**src/tgaluma_pkg.sv**
```systemverilog
// shared types and constants of the tga luma stream unit
`default_nettype none
package tgaluma_pkg;

	// configuration port
	localparam int unsigned ADDR_W = 3;
	localparam int unsigned DATA_W = 32;
	localparam logic REG_BORDER_BLANK = 1'b0;
	localparam logic REG_SWAP_RED_BLUE = 1'b1;

	// header layout
	localparam logic [4:0] HDR_POS_ID_LEN = 5'd0;
	localparam logic [4:0] HDR_POS_TYPE = 5'd2;
	localparam logic [4:0] HDR_POS_WIDTH_LO = 5'd12;
	localparam logic [4:0] HDR_POS_WIDTH_HI = 5'd13;
	localparam logic [4:0] HDR_POS_HEIGHT_LO = 5'd14;
	localparam logic [4:0] HDR_POS_HEIGHT_HI = 5'd15;
	localparam logic [4:0] HDR_POS_DEPTH = 5'd16;
	localparam logic [4:0] HDR_POS_LAST = 5'd17;

	localparam logic [7:0] TGA_TYPE_RGB = 8'd2;
	localparam logic [7:0] TGA_DEPTH_24 = 8'd24;

	// result status codes
	localparam logic [1:0] STATUS_PIXEL = 2'd0;
	localparam logic [1:0] STATUS_BAD_TYPE = 2'd1;
	localparam logic [1:0] STATUS_BAD_DEPTH = 2'd2;

	localparam int unsigned LUMA_W = 24;
	localparam int unsigned QUEUE_DEPTH = 4;

	typedef struct packed {
		logic border_blank_enable;
		logic swap_red_blue;
	} cfg_t;

	// one classified item from the parser; color is zero for errors and blanked pixels
	typedef struct packed {
		logic [7:0] red;
		logic [7:0] green;
		logic [7:0] blue;
		logic [15:0] pixel_x;
		logic [15:0] pixel_y;
		logic last_pixel;
		logic [1:0] status;
	} job_t;

endpackage
`default_nettype wire

```
**src/tgaluma_ifs.sv**
```systemverilog
// stream channel interfaces for file bytes and luma results
`default_nettype none
interface tgaluma_in_if;
	logic valid;
	logic ready;
	logic [7:0] file_byte;
	logic first_byte;
	modport source(output valid, file_byte, first_byte, input ready);
	modport sink(input valid, file_byte, first_byte, output ready);
endinterface

interface tgaluma_out_if;
	logic valid;
	logic ready;
	logic [23:0] luma;
	logic [15:0] pixel_x;
	logic [15:0] pixel_y;
	logic last_pixel;
	logic [1:0] status;
	modport source(output valid, luma, pixel_x, pixel_y, last_pixel, status, input ready);
	modport sink(input valid, luma, pixel_x, pixel_y, last_pixel, status, output ready);
endinterface
`default_nettype wire

```
**src/tgaluma_front.sv**
```systemverilog
// header parser and pixel gatherer: turns file bytes into luma jobs
`default_nettype none
module tgaluma_front (
	input  wire logic clk,
	input  wire logic arst_n,
	input  wire tgaluma_pkg::cfg_t cfg,
	input  wire logic byte_fire,
	input  wire logic [7:0] file_byte,
	input  wire logic first_byte,
	output tgaluma_pkg::job_t job,
	output logic job_push
);
	import tgaluma_pkg::*;

	localparam logic [1:0] PH_HEADER = 2'd0;
	localparam logic [1:0] PH_ID = 2'd1;
	localparam logic [1:0] PH_PIXELS = 2'd2;
	localparam logic [1:0] PH_IGNORE = 2'd3;

	logic [1:0] phase_q, phase_d, phase_eff;
	logic [4:0] hcount_q, hcount_d, hcount_eff;
	logic [7:0] id_left_q, id_left_d, id_dec;
	logic [7:0] type_q, type_d;
	logic [7:0] depth_q, depth_d;
	logic [15:0] width_q, width_d;
	logic [15:0] height_q, height_d;
	logic [15:0] col_q, col_d;
	logic [15:0] row_q, row_d;
	logic [1:0] chan_q, chan_d, chan_eff;
	logic [15:0] held_q, held_d;
	logic check;
	logic is_edge, is_last;

	assign phase_eff = first_byte ? PH_HEADER : phase_q;
	assign hcount_eff = first_byte ? 5'd0 : hcount_q;
	assign chan_eff = first_byte ? 2'd0 : chan_q;
	assign id_dec = id_left_q - 8'd1;

	assign is_edge = (col_q == 16'd0) || (col_q == width_q - 16'd1) ||
		(row_q == 16'd0) || (row_q == height_q - 16'd1);
	assign is_last = (col_q == width_q - 16'd1) && (row_q == height_q - 16'd1);

	always_comb begin
		phase_d = phase_q;
		hcount_d = hcount_q;
		id_left_d = id_left_q;
		type_d = type_q;
		depth_d = depth_q;
		width_d = width_q;
		height_d = height_q;
		col_d = col_q;
		row_d = row_q;
		chan_d = chan_q;
		held_d = held_q;
		check = 1'b0;
		job_push = 1'b0;
		job = '0;
		if (byte_fire) begin
			phase_d = phase_eff;
			hcount_d = hcount_eff;
			chan_d = chan_eff;
			unique case (phase_eff)
				PH_HEADER: begin
					unique case (hcount_eff)
						HDR_POS_ID_LEN: id_left_d = file_byte;
						HDR_POS_TYPE: type_d = file_byte;
						HDR_POS_WIDTH_LO: width_d = {width_q[15:8], file_byte};
						HDR_POS_WIDTH_HI: width_d = {file_byte, width_q[7:0]};
						HDR_POS_HEIGHT_LO: height_d = {height_q[15:8], file_byte};
						HDR_POS_HEIGHT_HI: height_d = {file_byte, height_q[7:0]};
						HDR_POS_DEPTH: depth_d = file_byte;
						default: ;
					endcase
					if (hcount_eff >= HDR_POS_LAST) begin
						hcount_d = 5'd0;
						if (id_left_q != 8'd0) begin
							phase_d = PH_ID;
						end else begin
							check = 1'b1;
						end
					end else begin
						hcount_d = hcount_eff + 5'd1;
					end
				end
				PH_ID: begin
					id_left_d = id_dec;
					check = (id_dec == 8'd0);
				end
				PH_PIXELS: begin
					unique case (chan_eff)
						2'd0: begin
							held_d[7:0] = file_byte;
							chan_d = 2'd1;
						end
						2'd1: begin
							held_d[15:8] = file_byte;
							chan_d = 2'd2;
						end
						default: begin
							chan_d = 2'd0;
							job_push = 1'b1;
							job.status = STATUS_PIXEL;
							job.pixel_x = col_q;
							job.pixel_y = row_q;
							job.last_pixel = is_last;
							// blanked border pixels go through as black
							if (!(cfg.border_blank_enable && is_edge)) begin
								job.green = held_q[15:8];
								job.red = cfg.swap_red_blue ? file_byte : held_q[7:0];
								job.blue = cfg.swap_red_blue ? held_q[7:0] : file_byte;
							end
							if (is_last) begin
								phase_d = PH_IGNORE;
							end else if ({1'b0, col_q} + 17'd1 >= {1'b0, width_q}) begin
								col_d = 16'd0;
								row_d = row_q + 16'd1;
							end else begin
								col_d = col_q + 16'd1;
							end
						end
					endcase
				end
				default: ;
			endcase
			if (check) begin
				col_d = 16'd0;
				row_d = 16'd0;
				chan_d = 2'd0;
				held_d = 16'd0;
				if (type_q != TGA_TYPE_RGB) begin
					phase_d = PH_IGNORE;
					job_push = 1'b1;
					job.status = STATUS_BAD_TYPE;
				end else if (depth_q != TGA_DEPTH_24) begin
					phase_d = PH_IGNORE;
					job_push = 1'b1;
					job.status = STATUS_BAD_DEPTH;
				end else begin
					phase_d = (width_q == 16'd0 || height_q == 16'd0) ? PH_IGNORE : PH_PIXELS;
				end
			end
		end
	end

	always_ff @(posedge clk or negedge arst_n) begin
		if (!arst_n) begin
			phase_q <= PH_HEADER;
			hcount_q <= '0;
			id_left_q <= '0;
			type_q <= '0;
			depth_q <= '0;
			width_q <= '0;
			height_q <= '0;
			col_q <= '0;
			row_q <= '0;
			chan_q <= '0;
			held_q <= '0;
		end else begin
			phase_q <= phase_d;
			hcount_q <= hcount_d;
			id_left_q <= id_left_d;
			type_q <= type_d;
			depth_q <= depth_d;
			width_q <= width_d;
			height_q <= height_d;
			col_q <= col_d;
			row_q <= row_d;
			chan_q <= chan_d;
			held_q <= held_d;
		end
	end

endmodule
`default_nettype wire

```
**src/tgaluma_queue.sv**
```systemverilog
// short job queue between parser and luma pipeline
`default_nettype none
module tgaluma_queue (
	input  wire logic clk,
	input  wire logic arst_n,
	input  wire logic push,
	input  wire tgaluma_pkg::job_t push_job,
	output logic full,
	input  wire logic pop,
	output tgaluma_pkg::job_t pop_job,
	output logic not_empty
);
	import tgaluma_pkg::*;

	localparam int unsigned PTR_W = $clog2(QUEUE_DEPTH);
	localparam int unsigned CNT_W = $clog2(QUEUE_DEPTH + 1);

	job_t slot_q [QUEUE_DEPTH];
	logic [PTR_W-1:0] wr_ptr_q, rd_ptr_q;
	logic [CNT_W-1:0] count_q;
	logic do_push, do_pop;

	assign full = (count_q == CNT_W'(QUEUE_DEPTH));
	assign not_empty = (count_q != '0);
	assign do_push = push && !full;
	assign do_pop = pop && not_empty;
	assign pop_job = slot_q[rd_ptr_q];

	always_ff @(posedge clk) begin
		if (do_push) begin
			slot_q[wr_ptr_q] <= push_job;
		end
	end

	always_ff @(posedge clk or negedge arst_n) begin
		if (!arst_n) begin
			wr_ptr_q <= '0;
			rd_ptr_q <= '0;
			count_q <= '0;
		end else begin
			if (do_push) begin
				wr_ptr_q <= wr_ptr_q + PTR_W'(1);
			end
			if (do_pop) begin
				rd_ptr_q <= rd_ptr_q + PTR_W'(1);
			end
			unique case ({do_push, do_pop})
				2'b10: count_q <= count_q + CNT_W'(1);
				2'b01: count_q <= count_q - CNT_W'(1);
				default: ;
			endcase
		end
	end

endmodule
`default_nettype wire

```
**src/tgaluma_back.sv**
```systemverilog
// two-stage luma pipeline: weighted products, then sum and saturate
`default_nettype none
module tgaluma_back #(
	parameter int unsigned WEIGHT_BITS = 16
) (
	input  wire logic clk,
	input  wire logic arst_n,
	input  wire logic job_valid,
	input  wire tgaluma_pkg::job_t job,
	output logic job_pop,
	output logic res_valid,
	input  wire logic res_ready,
	output logic [23:0] res_luma,
	output logic [15:0] res_pixel_x,
	output logic [15:0] res_pixel_y,
	output logic res_last_pixel,
	output logic [1:0] res_status
);
	import tgaluma_pkg::*;

	localparam int unsigned PROD_W = WEIGHT_BITS + 8;
	localparam int unsigned SUM_W = WEIGHT_BITS + 10;
	localparam int unsigned EXT_W = (SUM_W > LUMA_W) ? SUM_W : LUMA_W + 1;

	// bt.709 weights scaled by 2^WEIGHT_BITS, rounded half up
	localparam logic [WEIGHT_BITS-1:0] W_RED =
		WEIGHT_BITS'(((64'd2126 << WEIGHT_BITS) + 64'd5000) / 64'd10000);
	localparam logic [WEIGHT_BITS-1:0] W_GREEN =
		WEIGHT_BITS'(((64'd7152 << WEIGHT_BITS) + 64'd5000) / 64'd10000);
	localparam logic [WEIGHT_BITS-1:0] W_BLUE =
		WEIGHT_BITS'(((64'd722 << WEIGHT_BITS) + 64'd5000) / 64'd10000);

	logic adv;
	logic valid_s1;
	logic [PROD_W-1:0] prod_r_s1, prod_g_s1, prod_b_s1;
	logic [15:0] x_s1, y_s1;
	logic last_s1;
	logic [1:0] status_s1;
	logic [SUM_W-1:0] sum;
	logic [EXT_W-1:0] sum_ext;
	logic [LUMA_W-1:0] luma_sat;

	// whole pipe holds while the output item waits
	assign adv = !res_valid || res_ready;
	assign job_pop = adv && job_valid;

	assign sum = SUM_W'(prod_r_s1) + SUM_W'(prod_g_s1) + SUM_W'(prod_b_s1);
	assign sum_ext = EXT_W'(sum);
	assign luma_sat = (sum_ext[EXT_W-1:LUMA_W] != '0) ? '1 : sum_ext[LUMA_W-1:0];

	always_ff @(posedge clk) begin
		if (adv) begin
			prod_r_s1 <= PROD_W'(W_RED) * PROD_W'(job.red);
			prod_g_s1 <= PROD_W'(W_GREEN) * PROD_W'(job.green);
			prod_b_s1 <= PROD_W'(W_BLUE) * PROD_W'(job.blue);
			x_s1 <= job.pixel_x;
			y_s1 <= job.pixel_y;
			last_s1 <= job.last_pixel;
			status_s1 <= job.status;
			res_luma <= luma_sat;
			res_pixel_x <= x_s1;
			res_pixel_y <= y_s1;
			res_last_pixel <= last_s1;
			res_status <= status_s1;
		end
	end

	always_ff @(posedge clk or negedge arst_n) begin
		if (!arst_n) begin
			valid_s1 <= 1'b0;
			res_valid <= 1'b0;
		end else if (adv) begin
			valid_s1 <= job_valid;
			res_valid <= valid_s1;
		end
	end

endmodule
`default_nettype wire

```
**src/tga_rgb_to_luma_stream_unit.sv**
```systemverilog
// top level: tga byte stream in, bt.709 luma results out, apb register port
//
// channel  dir  accepted when          carries
// in_ch    in   valid && ready         file_byte, first_byte
// out_ch   out  valid && ready         luma, pixel_x, pixel_y, last_pixel, status
// apb      in   psel&penable&pwrite    border_blank_enable (0x0), swap_red_blue (0x4)
//
// one byte is taken per cycle while the job queue is not full; a pixel result follows every third pixel byte
// a result passes through the job queue, then the product stage, then the sum stage, each registered
// a four-entry job queue lets the parser keep taking bytes while out_ch stalls
// in_ch stalls only when that queue is full
// reset clears parse state and registers; nothing needs a clearing pass
`default_nettype none
module tga_rgb_to_luma_stream_unit #(
	parameter int unsigned WEIGHT_BITS = 16
) (
	input  wire logic clk,
	input  wire logic arst_n,
	input  wire logic psel,
	input  wire logic penable,
	input  wire logic pwrite,
	input  wire logic [tgaluma_pkg::ADDR_W-1:0] paddr,
	input  wire logic [tgaluma_pkg::DATA_W-1:0] pwdata,
	output logic [tgaluma_pkg::DATA_W-1:0] prdata,
	output logic pready,
	tgaluma_in_if.sink in_ch,
	tgaluma_out_if.source out_ch
);
	import tgaluma_pkg::*;

	cfg_t cfg_q;
	logic reg_sel;
	logic byte_fire;
	logic queue_full, queue_not_empty, queue_pop;
	logic job_push;
	job_t front_job, queue_job;

	assign pready = 1'b1;
	assign reg_sel = paddr[ADDR_W-1];

	always_ff @(posedge clk or negedge arst_n) begin
		if (!arst_n) begin
			cfg_q <= '0;
		end else if (psel && penable && pwrite) begin
			unique case (reg_sel)
				REG_BORDER_BLANK: cfg_q.border_blank_enable <= pwdata[0];
				REG_SWAP_RED_BLUE: cfg_q.swap_red_blue <= pwdata[0];
				default: ;
			endcase
		end
	end

	always_comb begin
		unique case (reg_sel)
			REG_BORDER_BLANK: prdata = DATA_W'(cfg_q.border_blank_enable);
			REG_SWAP_RED_BLUE: prdata = DATA_W'(cfg_q.swap_red_blue);
			default: prdata = '0;
		endcase
	end

	assign in_ch.ready = !queue_full;
	assign byte_fire = in_ch.valid && !queue_full;

	tgaluma_front u_front (
		.clk(clk),
		.arst_n(arst_n),
		.cfg(cfg_q),
		.byte_fire(byte_fire),
		.file_byte(in_ch.file_byte),
		.first_byte(in_ch.first_byte),
		.job(front_job),
		.job_push(job_push)
	);

	tgaluma_queue u_queue (
		.clk(clk),
		.arst_n(arst_n),
		.push(job_push),
		.push_job(front_job),
		.full(queue_full),
		.pop(queue_pop),
		.pop_job(queue_job),
		.not_empty(queue_not_empty)
	);

	tgaluma_back #(
		.WEIGHT_BITS(WEIGHT_BITS)
	) u_back (
		.clk(clk),
		.arst_n(arst_n),
		.job_valid(queue_not_empty),
		.job(queue_job),
		.job_pop(queue_pop),
		.res_valid(out_ch.valid),
		.res_ready(out_ch.ready),
		.res_luma(out_ch.luma),
		.res_pixel_x(out_ch.pixel_x),
		.res_pixel_y(out_ch.pixel_y),
		.res_last_pixel(out_ch.last_pixel),
		.res_status(out_ch.status)
	);

endmodule
`default_nettype wire
```
**src/flat_wrapper.sv**
```systemverilog
// flat-port wrapper written by rule: the top's interface ports become plain ports
module tga_rgb_to_luma_stream_unit_flat import tgaluma_pkg::*;
#(
	parameter int unsigned WEIGHT_BITS = 16
)
  (clk, arst_n, psel, penable, pwrite, paddr, pwdata, prdata, pready, in_ch_valid, in_ch_file_byte, in_ch_first_byte, in_ch_ready, out_ch_valid, out_ch_luma, out_ch_pixel_x, out_ch_pixel_y, out_ch_last_pixel, out_ch_status, out_ch_ready);
  tgaluma_in_if in_ch_i ();
  tgaluma_out_if out_ch_i ();
  input  wire logic clk;
  input  wire logic arst_n;
  input  wire logic psel;
  input  wire logic penable;
  input  wire logic pwrite;
  input  wire logic [tgaluma_pkg::ADDR_W-1:0] paddr;
  input  wire logic [tgaluma_pkg::DATA_W-1:0] pwdata;
  output logic [tgaluma_pkg::DATA_W-1:0] prdata;
  output logic pready;
  input wire logic [$bits(in_ch_i.valid)-1:0] in_ch_valid;
  input wire logic [$bits(in_ch_i.file_byte)-1:0] in_ch_file_byte;
  input wire logic [$bits(in_ch_i.first_byte)-1:0] in_ch_first_byte;
  output wire logic [$bits(in_ch_i.ready)-1:0] in_ch_ready;
  output wire logic [$bits(out_ch_i.valid)-1:0] out_ch_valid;
  output wire logic [$bits(out_ch_i.luma)-1:0] out_ch_luma;
  output wire logic [$bits(out_ch_i.pixel_x)-1:0] out_ch_pixel_x;
  output wire logic [$bits(out_ch_i.pixel_y)-1:0] out_ch_pixel_y;
  output wire logic [$bits(out_ch_i.last_pixel)-1:0] out_ch_last_pixel;
  output wire logic [$bits(out_ch_i.status)-1:0] out_ch_status;
  input wire logic [$bits(out_ch_i.ready)-1:0] out_ch_ready;
  assign in_ch_i.valid = in_ch_valid;
  assign in_ch_i.file_byte = in_ch_file_byte;
  assign in_ch_i.first_byte = in_ch_first_byte;
  assign in_ch_ready = in_ch_i.ready;
  assign out_ch_valid = out_ch_i.valid;
  assign out_ch_luma = out_ch_i.luma;
  assign out_ch_pixel_x = out_ch_i.pixel_x;
  assign out_ch_pixel_y = out_ch_i.pixel_y;
  assign out_ch_last_pixel = out_ch_i.last_pixel;
  assign out_ch_status = out_ch_i.status;
  assign out_ch_i.ready = out_ch_ready;
  tga_rgb_to_luma_stream_unit #(.WEIGHT_BITS(WEIGHT_BITS)) u_core (.clk(clk), .arst_n(arst_n), .psel(psel), .penable(penable), .pwrite(pwrite), .paddr(paddr), .pwdata(pwdata), .prdata(prdata), .pready(pready), .in_ch(in_ch_i), .out_ch(out_ch_i));
endmodule
```
**config.mk**
```make
export PLATFORM = sky130hd
export DESIGN_NAME = tga_rgb_to_luma_stream_unit_flat
export DESIGN_NICKNAME = d
export VERILOG_FILES = /design/src/tgaluma_pkg.sv /design/src/tgaluma_ifs.sv /design/src/tgaluma_front.sv /design/src/tgaluma_queue.sv /design/src/tgaluma_back.sv /design/src/tga_rgb_to_luma_stream_unit.sv /design/src/flat_wrapper.sv
export SDC_FILE = /design/constraint.sdc
export NUM_CORES = 1
export LEC_CHECK = 0
export ABC_AREA = 1
export BUFFER_PORTS_ARGS = -buffer_cell sky130_fd_sc_hd__buf_2
export CAP_MARGIN = 0
export CORE_MARGIN = 3
export CORE_UTILIZATION = 50
export CTS_CLUSTER_SIZE = 24
export DETAILED_ROUTE_END_ITERATION = 8
export PLACE_DENSITY = 0.73
export SLEW_MARGIN = 20
export SYNTH_ARGS = -nofsm -noshare
export SYNTH_HDL_FRONTEND = slang
export SYNTH_SLANG_ARGS = --single-unit
```
**constraint.sdc**
```tcl
create_clock -name clk -period 5.96 [get_ports clk]
set_clock_uncertainty 0.05 [all_clocks]
set_input_delay 1.192 -clock clk [delete_from_list [all_inputs] [get_ports clk]]
set_output_delay 1.192 -clock clk [all_outputs]
set_load 0.01 [all_outputs]
```
**Yosys cells after proc, flatten, opt, wreduce, memory -nomap -nowiden**

Memories as Yosys holds them, arrays and structs flattened.
Index checks and enable logic that the tools add are counted.

- Memories: 1
- Register bits after elaboration: 283
- RAM bits: 236

- Bitwise logic cells: 5
- Reductions and logical operators: 46
- $add $sub $neg: 13
- $mul: 3
- $lt $le $gt $ge: 2
- Muxes and demuxes: 58
- Equality and inequality tests: 19

Memories:

| name | words | bits a word | read ports | clocked after memory_dff | wr ports | RTL line | RTL |
|---|---|---|---|---|---|---|---|
| u_core.u_queue.slot_q | 4 | 59 | 1 | 0 | 1 | tgaluma_queue.sv:18 | `job_t slot_q [QUEUE_DEPTH];` |

Operators with widths:

| cell | number |
|---|---|
| $mux 16 | 12 |
| $mux 59 | 3 |
| $logic_not 16->1 | 4 |
| $pmux 16 s2 | 2 |
| $pmux 32 s2 | 1 |
| $mux 8 | 5 |
| $add 16x1->16 const B | 2 |
| $eq 16x16->1 | 2 |
| $sub 16x1->16 const B | 2 |
| $add 25x21->26 | 1 |
| $add 22x24->25 | 1 |
| $mul 16x8->24 const A | 1 |
| $mux 2 | 12 |
| $mux 24 | 1 |
| $mul 14x8->22 const A | 1 |
| $eq 5x4->1 const B | 4 |
| $reduce_and 4->1 | 5 |
| $mul 11x8->19 const A | 1 |
| $add 16x1->17 const B | 1 |
| $ge 17x16->1 | 1 |
| $pmux 8 s2 | 1 |
| $mux 5 | 3 |
| $reduce_and 3->1 | 5 |
| $mux 1 | 14 |
| 30 further kinds | 61 |

**Longest topological paths before layout**

- Depth after elaboration: 13
- Depth in mapped cells: 25

**Hierarchy**

A second synthesis with hierarchy kept.

- Cells, all modules: 3502
- Area total of the unflattened synthesis: 32187.1 sq um

By module, submodules not included:

| module | sequential area each (sq um) | cells an instance | area each (sq um) | instances |
|---|---|---|---|---|
| tgaluma_back | 4824.6 | 1442 | 13593.0 | 1 |
| tgaluma_queue | 7262.0 | 749 | 9960.8 | 1 |
| tgaluma_front | 2827.7 | 1257 | 8257.9 | 1 |
| tga_rgb_to_luma_stream_unit | 50.0 | 54 | 375.4 | 1 |

**Worst setup path after synthesis**

Ideal clock, no wire load.

- Path kind: in2reg
- Start: in in_ch_first_byte
- End: mem u_core.u_queue.slot_q[0][0] (netlist bit) (enable)
- Slack: 311 ps
- Library setup time: 476 ps
- Cell stages on the path: 15
- Arrival time: 5123 ps
- Path through: inv_2 -> nand2_1 -> inv_1 -> ha_1 -> inv_1 -> nand4_1 -> nand3_2 -> nor2_1 -> nor2_4 -> buf_6 -> nor2_1 -> inv_2 -> nor2_2 -> nor2_8 -> nor2_1

- Longest elaborated chain between the ends: 12

RTL lines:

| element | RTL line | RTL |
|---|---|---|
| start: declaration | flat_wrapper.sv:20 | `input wire logic [$bits(in_ch_i.first_byte)-1:0] in_ch_first_byte;` |
| branches (longest 7 deep; another with $ge 5x5->1) | n/a |  |
| $mux 1 (*) | tgaluma_front.sv:125 | `if (check) begin` |
| $mux 1 (*) | tgaluma_front.sv:58 | `if (byte_fire) begin` |
| $logic_and 1x1->1 (*) | tgaluma_queue.sv:25 | `assign do_push = push && !full;` |
| $mux 1 (*) | tgaluma_queue.sv:30 | `if (do_push) begin` |
| $mux 1 (not written as such) (*) | tgaluma_queue.sv:31 | `slot_q[wr_ptr_q] <= push_job;` |
| end: declaration | tgaluma_queue.sv:18 |  |

Mark *: on every way between the ends. The select of a mux whose other input is x is not followed.

**Final worst setup path**

- Start: reg u_core.u_queue.rd_ptr_q[0]
- End: reg u_core.u_back.prod_r_s1[18], data pin

- Longest elaborated chain between the ends: 2

RTL lines:

| element | RTL line | RTL |
|---|---|---|
| start: declaration | tgaluma_queue.sv:19 | `logic [PTR_W-1:0] wr_ptr_q, rd_ptr_q;` |
| start signal: assignment | tgaluma_queue.sv:45 | `rd_ptr_q <= rd_ptr_q + PTR_W'(1);` |
| $mem_v2 4x59 | n/a |  |
| $mul 14x8->22 | tgaluma_back.sv:53 | `prod_r_s1 <= PROD_W'(W_RED) * PROD_W'(job.red);` |
| end signal: assignment | tgaluma_back.sv:53 |  |
| end: declaration | tgaluma_back.sv:35 | `logic [PROD_W-1:0] prod_r_s1, prod_g_s1, prod_b_s1;` |

Every way passes these cells.
A chain may end at the register's enable or synchronous reset.

==> results.json <==
{
  "grt_pass1_vias": 20300,
  "grt_max_degree": 106,
  "synth.largest_area_cell": "edfxtp_1",
  "synth_edf_count": 395,
  "dpl_cell_area_um2": 31200,
  "initial_core_util_pct": 50.7,
  "port_buffers": 79,
  "fin_crit_sh_pct": 93.9,
  "netlist_area_um2": 30000,
  "first_pass_iters": 5,
  "max_freq_mhz": 179,
  "via_per_inst": 5.31,
  "yosysSeqAreaShare_pct": 49.9,
  "die_h_um": 251,
  "syn_avg_cell_area_um2": 9.89,
  "drive_above_1_share_pct": 7.66,
  "cts_tree": "done",
  "final_area_um2": 33100,
  "cts_sinks": 519,
  "crit_top_cell": "inv_1",
  "cts_buffers": 55,
  "crit_path_max_incr_delay_ns": 0.60,
  "place.gp.congestion": 0.930,
  "clkTransAtPathRegs_ns": 0.06,
  "area_growth_pct": 10.4,
  "cp_top_family": "adder cells",
  "status": "complete, no violations",
  "drt_iter0_markers": 1657,
  "synthTopCellsByArea": "edfxtp_1 40%, dfrtp_1 10%, ha_1 9.1%, fa_1 6.8%, nand2_1 6.6%",
  "yosys_warnings": 0,
  "met3_length_mm": 3.03,
  "antenna_found_initial": 1,
  "wl_met1_mm": 28.4,
  "tightestPinTransition_ns": 1.08,
  "layout_common_cells": "529 x nand2_1, 395 x edfxtp_1, 390 x inv_1",
  "grt_overflow_total": 0,
  "async_flop_share_pct": 23.9,
  "crit_path_max_fanout": 78,
  "grt_usage_pct": 20.9,
  "critPathRequiredTime_ns": 6.28,
  "max-slew-margin-rel_pct": 27.8,
  "synth_ff_type": "edfxtp_1",
  "vias": 20900,
  "period_minus_slack_ns": 5.59,
  "grt_pass1_wl_mm": 106,
  "clock_path_buffers": 3,
  "endpoint_kind": "register",
  "highest_layer": "met4",
  "drv_slew": 0,
  "hpwl_mm": 46.8,
  "root_buffer": "clkbuf_16",
  "rows": 89,
  "wl_mm": 65.6,
  "design.core.area_um2": 59100,
  "drv_cap": 0,
  "cts_setup_buffers": 0,
  "final_nets": 3485,
  "min_path_type": "reg2reg",
  "hold_viol": 0,
  "worst-path-buf-inv": 6,
  "wl_per_cell_um": 16.7,
  "synth_cell_types": 49,
  "synth_top_area_share_pct": 39.6,
  "setup_viol": 0,
  "slowest_stage": "fa_1",
  "cts_max_level": 2,
  "dr_wl_met2_mm": 32.3,
  "layout_commonest_cell": "nand2_1",
  "arrival_ns": 5.91,
  "ioPinCount": 145,
  "crit_type": "reg2reg",
  "dieWidth_um": 251,
  "ant_nets": 0,
  "path_cells": "buf_12, nand2_1, a32oi_1, inv_1, ha_1, inv_1, fa_1, inv_1, fa_1, inv_1, ha_1, ha_1, inv_1, o21ai_0, a21oi_1, o21ai_0, a21boi_0, o21ai_0, nand2_1, nand2_1, xor2_1",
  "drcViolationCount": 0,
  "final.setup.tns_ns": 0,
  "syn_inst": 3029,
  "diodes": 0,
  "holdBufCountCts": 0,
  "grt_setup_unrepaired": "false",
  "yosys_register_bits": 519,
  "start_kind": "register",
  "die_area_um2": 62900,
  "clock_latency_ns": 0.65
}
-- cells by family after synthesis --
family | Yosys count | synth area share (%)
AOI/OAI and AO/OA | 473 | 8.66
xor gates and xnor gates | 110 | 3.22
adders and majority gates | 320 | 15.9
buffers and inverters | 511 | 6.90
DFF | 519 | 49.9
other | 2 | 0.0251
and+or+nand+nor | 1094 | 15.3
-- cells in the mapped netlist (14+ instances only) --
cell	number
buf_4	34
dfrtp_1	124
nand3_1	95
nor3_1	23
nand2_1	529
xnor2_1	34
edfxtp_1	395
xor2_1	76
nand3b_1	14
ha_1	218
fa_1	102
o22ai_1	50
o21ai_0	240
a21oi_1	105
clkbuf_1	63
o21ai_1	17
nand4_1	50
inv_1	393
nor2_1	337
-- worst register-to-register path, stage by stage, from the launching register on --
cell and delay, ns:
dfrtp_4 0.44, buf_12 0.29, nand2_1 0.11, a32oi_1 0.52, inv_1 0.10, ha_1 0.34
inv_1 0.09, fa_1 0.60, inv_1 0.09, fa_1 0.53, inv_1 0.04, ha_1 0.29
ha_1 0.32, inv_1 0.08, o21ai_0 0.16, a21oi_1 0.09, o21ai_0 0.42, a21boi_0 0.23
o21ai_0 0.32, nand2_1 0.10, nand2_1 0.08, xor2_1 0.06
-- worst paths after layout --
path	start	end	slack (ns)	depth (start not counted)
max reg2reg	u_core.u_queue.rd_ptr_q[0]$_DFFE_PN0P_	u_core.u_back.prod_r_s1[18]$_DFFE_PN_	0.37	21
max	u_core.u_queue.rd_ptr_q[0]$_DFFE_PN0P_	u_core.u_back.prod_r_s1[18]$_DFFE_PN_	0.37	21
min reg2reg	u_core.u_back.y_s1[9]$_DFFE_PN_	u_core.u_back.res_pixel_y[9]$_DFFE_PN_	0.37	0
min	u_core.u_back.y_s1[9]$_DFFE_PN_	u_core.u_back.res_pixel_y[9]$_DFFE_PN_	0.37	0
max in group asynchronous	arst_n	u_core.cfg_q[1]$_DFFE_PN0P_	4.46	2
min in group asynchronous	arst_n	u_core.u_front.row_q[8]$_DFFE_PN0P_	0.51	1
-- sequential cells by signal (all words and copies together) (netlist names), 16 cells and up --
name / flops
u_core.u_back.res_luma: 24
u_core.u_queue.slot_q: 236
u_core.u_front.width_q: 16
u_core.u_back.prod_b_s1: 19
u_core.u_back.res_pixel_y: 16
u_core.u_front.height_q: 16
u_core.u_back.prod_g_s1: 24
u_core.u_back.y_s1: 16
u_core.u_front.col_q: 16
u_core.u_front.row_q: 16
u_core.u_back.res_pixel_x: 16
u_core.u_back.x_s1: 16
u_core.u_front.held_q: 16
u_core.u_back.prod_r_s1: 22
-- cell type report --
class / instances / area, µm²
fill: 5007 / 26000
clock inverter: 32 / 378
multi-input combinational: 2029 / 13100
clock buffer: 72 / 1500
tap: 773 / 967
inverter: 399 / 1500
timing repair buffer: 110 / 681
sequential: 519 / 15000
-- metal layers --
layer	vias up	track usage [%]
li1	10300	-
met1	9983	27.5
met2	490	36.6
met3	111	2.27
met4	0	6.82
met5	-	0
-- what timing repair did --
action                                  4_1_cts  5_1_grt
endpoints found under the setup margin        0        5
endpoints found under the hold margin         0        0
gates resized for setup                       0        2
-- metrics by stage --
step / utilization, % / instances / hold slack [ns] / worst slack [ns]
6_report: 56.0 / 3934 / 0.367 / 0.366
5_1_grt: 56.0 / 3934 / 0.370 / 0.0216
4_1_cts: 55.9 / 3934 / 0.368 / 0.276
3_5_place_dp: 52.7 / 3830 / 0.355 / 0.288
3_3_place_gp: 52.7 / 3830 / 0.351 / 0.384
2_1_floorplan: - / 3059 / 0.350 / 0.311
Power is not shown: default switching activity piles up to over one toggle a cycle in this logic, so the estimate is an artifact.
